File: src/rtl/core/rcs_pkg.sv
// shared constants, formats and tables of the raycast column setup core
package rcs_pkg;

  // screen and map geometry
  localparam int SCREEN_WIDTH = 640;
  localparam int MAP_BITS     = 8;

  // field widths
  localparam int COL_W      = 10;
  localparam int VIEW_W     = 9;
  localparam int POS_W      = 24;
  localparam int ANG_W      = 17;
  localparam int DIR_W      = 16;
  localparam int DIST_W     = 32;
  localparam int CELL_W     = 8;
  localparam int CFG_IDX_W  = 2;
  localparam int CFG_DATA_W = 24;

  // configuration register indexes
  localparam logic [CFG_IDX_W-1:0] CFG_VIEW_ANGLE = 2'd0;
  localparam logic [CFG_IDX_W-1:0] CFG_POS_X      = 2'd1;
  localparam logic [CFG_IDX_W-1:0] CFG_POS_Y      = 2'd2;

  // angle arithmetic, degrees in Q.8
  localparam int FULL_TURN    = 360 * 256;
  localparam int QUARTER_TURN = 90 * 256;
  localparam int ANG_BIAS     = FULL_TURN - 30 * 256;
  localparam int COL_SCALE    = 60 * 256;
  localparam int PROD_W       = 24;
  localparam int COL_DIV      = SCREEN_WIDTH - 1;
  localparam int COL_SH       = 24;
  localparam int COL_RECIP    = (1 << COL_SH) / COL_DIV;
  localparam int SUM_W        = 25;
  localparam int TURN_SH      = 25;
  localparam int TURN_RECIP   = (1 << TURN_SH) / FULL_TURN;
  localparam int TQ_W         = 9;
  localparam int RES_W        = 15;

  // cordic
  localparam int CORDIC_STEPS = 16;
  localparam int CORDIC_GAIN  = 652032874;
  localparam int CX_W         = 33;
  localparam int CZ_W         = 25;
  localparam int UNIT         = 16384;

  // reciprocal divider: 2^30 / magnitude
  localparam int MAG_W      = 15;
  localparam int DIV_Q_W    = 31;
  localparam int DIV_BPS    = 4;
  localparam int DIV_STAGES = (DIV_Q_W + DIV_BPS - 1) / DIV_BPS;

  // atan(2^-i) in degrees, Q.16
  function automatic logic signed [CZ_W-1:0] atan_lut(input int idx);
    logic signed [CZ_W-1:0] val;
    case (idx)
      0:       val = 25'sd2949120;
      1:       val = 25'sd1740967;
      2:       val = 25'sd919879;
      3:       val = 25'sd466945;
      4:       val = 25'sd234379;
      5:       val = 25'sd117304;
      6:       val = 25'sd58666;
      7:       val = 25'sd29335;
      8:       val = 25'sd14668;
      9:       val = 25'sd7334;
      10:      val = 25'sd3667;
      11:      val = 25'sd1834;
      12:      val = 25'sd917;
      13:      val = 25'sd458;
      14:      val = 25'sd229;
      15:      val = 25'sd115;
      default: val = '0;
    endcase
    return val;
  endfunction

endpackage

File: src/rtl/core/rcs_div_pipe.sv
// pipelined restoring divider giving 2^30 / magnitude, four quotient bits per stage
module rcs_div_pipe (
  input  logic                        clk_i,
  input  logic                        adv_i,
  input  logic [rcs_pkg::MAG_W-1:0]   mag_i,
  output logic [rcs_pkg::DIV_Q_W-1:0] quot_o
);
  import rcs_pkg::*;

  logic [MAG_W-1:0]   rem_q [DIV_STAGES-1];
  logic [MAG_W-1:0]   mag_q [DIV_STAGES-1];
  logic [DIV_Q_W-1:0] quo_q [DIV_STAGES];

  for (genvar k = 0; k < DIV_STAGES; k++) begin : g_stage
    logic [MAG_W-1:0]   rem_in;
    logic [MAG_W-1:0]   mag_in;
    logic [DIV_Q_W-1:0] quo_in;
    logic [MAG_W-1:0]   rem_d;
    logic [DIV_Q_W-1:0] quo_d;

    if (k == 0) begin : g_first
      assign rem_in = '0;
      assign mag_in = mag_i;
      assign quo_in = '0;
    end else begin : g_next
      assign rem_in = rem_q[k-1];
      assign mag_in = mag_q[k-1];
      assign quo_in = quo_q[k-1];
    end

    always_comb begin
      logic [MAG_W:0] t;
      int             b;
      rem_d = rem_in;
      quo_d = quo_in;
      for (int j = 0; j < DIV_BPS; j++) begin
        b = DIV_Q_W - 1 - DIV_BPS * k - j;
        if (b >= 0) begin
          // the dividend has its only set bit at the top
          t = {rem_d, (b == DIV_Q_W - 1)};
          if (t >= {1'b0, mag_in}) begin
            rem_d = MAG_W'(t - {1'b0, mag_in});
            quo_d = {quo_d[DIV_Q_W-2:0], 1'b1};
          end else begin
            rem_d = t[MAG_W-1:0];
            quo_d = {quo_d[DIV_Q_W-2:0], 1'b0};
          end
        end
      end
    end

    always_ff @(posedge clk_i) begin
      if (adv_i) begin
        quo_q[k] <= quo_d;
      end
    end

    if (k < DIV_STAGES - 1) begin : g_carry
      always_ff @(posedge clk_i) begin
        if (adv_i) begin
          rem_q[k] <= rem_d;
          mag_q[k] <= mag_in;
        end
      end
    end
  end

  assign quot_o = quo_q[DIV_STAGES-1];

endmodule

File: config.mk
export PLATFORM = sky130hd
export DESIGN_NAME = rcs_div_pipe
export DESIGN_NICKNAME = d
export VERILOG_FILES = /design/src/rtl/core/rcs_pkg.sv /design/src/rtl/core/rcs_div_pipe.sv
export SDC_FILE = /design/constraint.sdc
export NUM_CORES = 1
export LEC_CHECK = 0
export ABC_AREA = 1
export BUFFER_PORTS_ARGS = -buffer_cell sky130_fd_sc_hd__buf_4
export CORE_UTILIZATION = 30
export DETAILED_ROUTE_END_ITERATION = 10
export HOLD_SLACK_MARGIN = 0.02
export PLACE_DENSITY = 0.49
export SYNTH_ARGS = -nofsm -noshare
export SYNTH_HDL_FRONTEND = slang
export SYNTH_SLANG_ARGS = --single-unit
File: constraint.sdc
create_clock -name clk_i -period 7.3 [get_ports clk_i]
set_input_delay 1.46 -clock clk_i [delete_from_list [all_inputs] [get_ports clk_i]]
set_output_delay 1.46 -clock clk_i [all_outputs]
set_load 0.01 [all_outputs]
==> results.yml, run 1 <==
status:
  run_status: "complete, no violations"
grt:
  busiest_layer: "met2"
  grt_max_degree: 149
  grt_use_met3_pct: 1.55
  grt_antenna_before_repair: 1
  grt_pass1_wl_um: 197000
  grt_pass1_vias: 37232
  grtUsageMet2_pct: 34.3
  grt_overflow: 0
  grt_util_all_layers_pct: 19.5
  met1_usage_pct: 25.6
placement:
  numPortBuffers: 47
  dp_hpwl_um: 104000
  dp.cells: 8097
  post-place-ws_ns: -0.403
  gp_congestion: 0.901
  place_area_um2: 49300
logic_synthesis:
  synth_top_area_share_pct: 28.4
  synth_area_um2: 37300
  synth-main-ff-cell: "edfxtp_1"
  synth_edf_count: 353
  synth_common_cells: "1,618 x nand2_1, 580 x inv_1, 427 x ha_1"
  ys_warn_count: 0
  netlist_instances: 5169
  yosysMostFrequentCell: "nand2_1"
  synth_area_leaders: "edfxtp_1 28%, nand2_1 16%, ha_1 14%, inv_1 5.8%, a21oi_1 5.5%"
  seq_area_frac_synth_pct: 28.4
  synth.distinct_cells: 57
  synth-seq-cells: 353
  async_reset_ff_share_pct: 0
  avgSynthCellArea_um2: 7.21
  synth_area_leader_cell: "edfxtp_1"
clocking:
  cts_tree: "built"
  cts_inserted_buffers: 47
  root_buffer: "clkbuf_16"
  cts_hold_buf: 0
  cts.sinks: 353
  clockBufferDepth: 3
  clk_pin_slew_ns: 0.06
  htreeDepth: 2
  clock_latency_ns: 0.64
finish:
  fillCellCount: 12456
  layout.nets: 7122
  diodes: 0
  drive_above_1_share_pct: 34.2
  layout.cells.non_filler: 8333
  syn2layout_area_growth_pct: 48.1
  seq_area_um2: 10600
  final_area_um2: 55200
  multi_input_comb_area_um2: 26700
floorplanning:
  start_util_pct: 30.4
  die_w_um: 355
  io_pins: 48
  dieArea_um2: 126000
  coreArea_um2: 123000
  num_rows: 128
  die_h_um: 355
timing:
  rsz0062_at_grt: "true"
  setup_viol_count_final: 0
  min_period_ns: 7.07
  worstMarginPinSlew_ns: 0.945
  timing.fmax_ghz: 0.142
  fin_ws_ns: 0.234
  skew_ns: 0.0240
  hold_viol: 0
  slew_viol_final: 0
  slew_headroom_pct: 37.0
  period_share_pct: 96.8
job:
  drv_cap: 0
worst_setup_path:
  cp-end-kind: "flip-flop"
  start_kind: "flip-flop"
  path_delay_family: "simple AND/OR/NAND/NOR gates"
  crit_path_frequent_cell: "nand2_2"
  crit_type: "reg2reg"
  slowest_stage: "edfxtp_1"
  crit_buf_inv: 9
  cpPeakStageDelay_ns: 0.43
  crit_fanout: 8
  worstPathArrival_ns: 7.44
  worstPathRequired_ns: 7.67
drt:
  firstDrtPassIters: 5
  vias: 38994
  post_drt_wl_per_cell_um: 15.6
  drc: 0
  via_per_inst: 4.68
  routed_wl_um: 130000
  drt_iter0_markers: 2160
  route.antenna.remaining_nets: 0
hold_path:
  hold_class: "reg2reg"
-- timing repair --
action	in CTS	in global routing
setup buffers	30	104
gates resized for setup	77	624
setup endpoints to repair	90	112
gates cloned	2	17
hold endpoints to repair	0	0
pin swaps	11	176
-- cells by family after synthesis --
| group | count (synthesis) | synth area share [%] |
|---|---|---|
| other | 1 | 0.0101 |
| AO/OA/AOI/OAI | 860 | 12.7 |
| flip-flops | 353 | 28.4 |
| AND/OR/NAND/NOR | 2515 | 28.9 |
| buffers and inverters | 679 | 7.57 |
| XOR/XNOR | 327 | 7.68 |
| adder cells (fa/ha/maj) | 434 | 14.7 |
-- cell type report --
class | instances | share of cell area (%)
timing repair inverter | 1 | 0.0136
inverter | 606 | 4.19
tap | 1625 | 3.68
sequential | 353 | 19.2
timing repair buffer | 1514 | 21.6
clock buffer | 56 | 2.23
clock inverter | 30 | 0.743
multi-input combinational | 4148 | 48.3
-- metrics by stage --
| step | utilization (%) | setup TNS (ns) | hold WS, ns |
|---|---|---|---|
| global placement | 40.2 | -19.20 | 0.401 |
| global route | 45.1 | -6.49 | 0.416 |
| finish | 45.1 | 0 | 0.412 |
| CTS | 42.0 | 0 | 0.414 |
| floorplan | - | 0 | 0.400 |
| detailed placement | 40.2 | -20.35 | 0.405 |
-- layout by cell type (no fill, tap or decap), types with 25 or more instances in the layout --
cell type  count
nand2_1     1483
buf_4       1450
inv_1        525
edfxtp_1     353
ha_1         326
a21oi_1      319
nand3_1      301
nor2_1       283
o21ai_0      185
xnor2_1      168
nand2_2      162
xor2_1       158
ha_4          93
a21oi_2       85
inv_2         69
clkbuf_16     58
nand4_1       56
o21ai_1       56
o21ai_2       52
or2_2         45
nand3_2       41
o21bai_1      30
buf_6         28
nor2_2        25
-- path summary, 6_finish.rpt --
path | slack (ns) | start | cells after the start | endpoint
setup / recovery | 0.23 | mag_q[5][7] | 49 | rem_q[6][10]
hold / removal | 0.41 | quo_q[1][78] | 0 | quo_q[1][112]
setup reg to reg | 0.23 | mag_q[5][7] | 49 | rem_q[6][10]
hold reg to reg | 0.41 | quo_q[1][78] | 0 | quo_q[1][112]
-- flip-flops by register name, indices dropped and copies added, names as in the netlist --
| signal | count |
|---|---|
| quo_q | 143 |
| mag_q | 105 |
| rem_q | 105 |
-- routing by layer --
layer | share of wire [%] | vias to the layer above
met1 | 47 | 17972
li1 | - | 20335
met2 | 48 | 536
met3 | 2.6 | 151
met4 | 2.5 | 0
met5 | 0 | -
Power of run 1 is left out: the tool's default activity adds up to more than one toggle a clock period on the data nets, which glitch-free logic cannot reach.
==> run 2: changes to the inputs <==
- CORE_UTILIZATION: 30 -> 25
- PLACE_DENSITY: 0.49 -> 0.44
==> results.yml, run 2 (synthesized netlist as in run 1, its figures left out) <==
floorplanning:
  dieArea_um2: 151000
  die_w_um: 388
  start_util_pct: 25.2
  coreArea_um2: 148000
  die_h_um: 388
  num_rows: 141
  io_pins: 48
worst_setup_path:
  crit_path_frequent_cell: "nand2_2"
  start_kind: "flip-flop"
  slowest_stage: "edfxtp_1"
  crit_type: "reg2reg"
  r2r_cells: 50
  endpoint: "rem_q[5][14]"
  cp-end-kind: "flip-flop"
  reg2reg_to: "rem_q[5][14]"
  crit_start: "mag_q[4][3]"
  worstPathRequired_ns: 7.74
  crit_fanout: 7
  worstPathArrival_ns: 7.45
  rrSetupSlack_ns: 0.29
  cpPeakStageDelay_ns: 0.49
  r2r-start: "mag_q[4][3]"
clocking:
  clock_latency_ns: 0.66
  clk_pin_slew_ns: 0.06
  cts_inserted_buffers: 48
  clockBufferDepth: 3
  cts.sinks: 353
  root_buffer: "clkbuf_16"
  cts_tree: "built"
  htreeDepth: 2
  cts_hold_buf: 0
timing:
  timing.fmax_ghz: 0.143
  fin_ws_ns: 0.292
  skew_ns: 0.0405
  hold_viol: 0
  min_period_ns: 7.01
  period_share_pct: 96.0
  slew_viol_final: 0
  worstMarginPinSlew_ns: 0.905
  rsz0062_at_grt: "true"
  slew_headroom_pct: 39.7
  setup_viol_count_final: 0
grt:
  grt_util_all_layers_pct: 16.7
  grt_pass1_wl_um: 201000
  grt_max_degree: 157
  grt_antenna_before_repair: 0
  grt_pass1_vias: 37461
  grt_overflow: 0
finish:
  layout_commonest_cell: "buf_4"
  drive_above_1_share_pct: 35.0
  fillCellCount: 15487
  final_util_pct: 38.1
  syn2layout_area_growth_pct: 50.9
  mostFrequentLayoutCells: "1,496 x buf_4, 1,492 x nand2_1, 519 x inv_1"
  diodes: 0
  largest-register: "quo_q"
  largest_reg_flops: 143
  reg_top3: "quo_q: 143 flops, mag_q: 105 flops, rem_q: 105 flops"
  layout.nets: 7175
  layout.cells.non_filler: 8692
placement:
  gp_congestion: 0.894
  dp_hpwl_um: 106000
  dp.cells: 8427
  post-place-ws_ns: -0.477
  numPortBuffers: 47
drt:
  route.antenna.remaining_nets: 0
  drc: 0
  drt_iter0_markers: 1872
  routed_wl_um: 134000
  firstDrtPassIters: 7
  via_per_inst: 4.47
  vias: 38874
  post_drt_wl_per_cell_um: 15.4
status:
  run_status: "complete, no violations"
hold_path:
  hold_class: "reg2reg"
job:
  drv_cap: 0
==> run 2: through the flow <==
stage / TNS (ns) / hold slack, ns / instance area, um^2
floorplan: 0 / 0.400 / 37300
global placement: -28.48 / 0.402 / 50000
detailed placement: -31.25 / 0.405 / 50000
CTS: 0 / 0.381 / 52300
global route: -4.17 / 0.403 / 56300
finish: 0 / 0.390 / 56300
==> run 2: worst min-delay path by stage <==
stage | start | end | slack (ns) | cells after the start
5_1_grt | quo_q[1][19] | quo_q[1][54] | 0.40 | 0
3_3_place_gp | quo_q[0][1] | quo_q[0][36] | 0.40 | 0
6_report | quo_q[1][19] | quo_q[1][54] | 0.39 | 0
3_5_place_dp | quo_q[0][33] | quo_q[0][68] | 0.40 | 0
2_1_floorplan | quo_q[0][65] | quo_q[0][100] | 0.40 | 0
4_1_cts | quo_q[1][19] | quo_q[1][54] | 0.38 | 0
==> run 2: routing by layer <==
| metal | vias up | share of wire (%) | global-route usage (%) | routed length [um] |
|---|---|---|---|---|
| li1 | 20425 | - | - | - |
| met1 | 17864 | 47 | 21.8 | 62200 |
| met2 | 436 | 48 | 28.9 | 64000 |
| met3 | 149 | 2.9 | 1.77 | 3880 |
| met4 | 0 | 2.6 | 4.58 | 3540 |
| met5 | - | 0 | 0 | 0 |
==> run 2: repair_timing <==
action                                  CTS  global route
gates cloned                              4            15
buffers inserted                         34           127
resized for setup                       106           661
pin swaps                                27           190
endpoints found under the setup margin   91           112
endpoints found under the hold margin     0             0
==> run 2: final cells by class <==
class | instances | area (um^2) | share of cell area [%]
well taps | 1930 | 2410 | 4.29
inverters | 606 | 2330 | 4.14
clock buffers | 53 | 1240 | 2.21
clock inverters | 35 | 424 | 0.754
repair inverters | 3 | 20.0 | 0.0356
repair buffers | 1566 | 12500 | 22.2
flip-flops and latches | 353 | 10600 | 18.8
multi-input cells | 4146 | 26800 | 47.5
==> run 2: critical path, delay by kind of cell, from the launching register on <==
kind / cells / cell delay (ns)
adders and majority gates: 4 / 0.89
buffers and inverters: 9 / 1.24
and+or+nand+nor: 28 / 2.87
AOI/OAI and AO/OA: 9 / 1.31
DFF: 1 / 0.49
Power of run 2 is left out for the same reason.
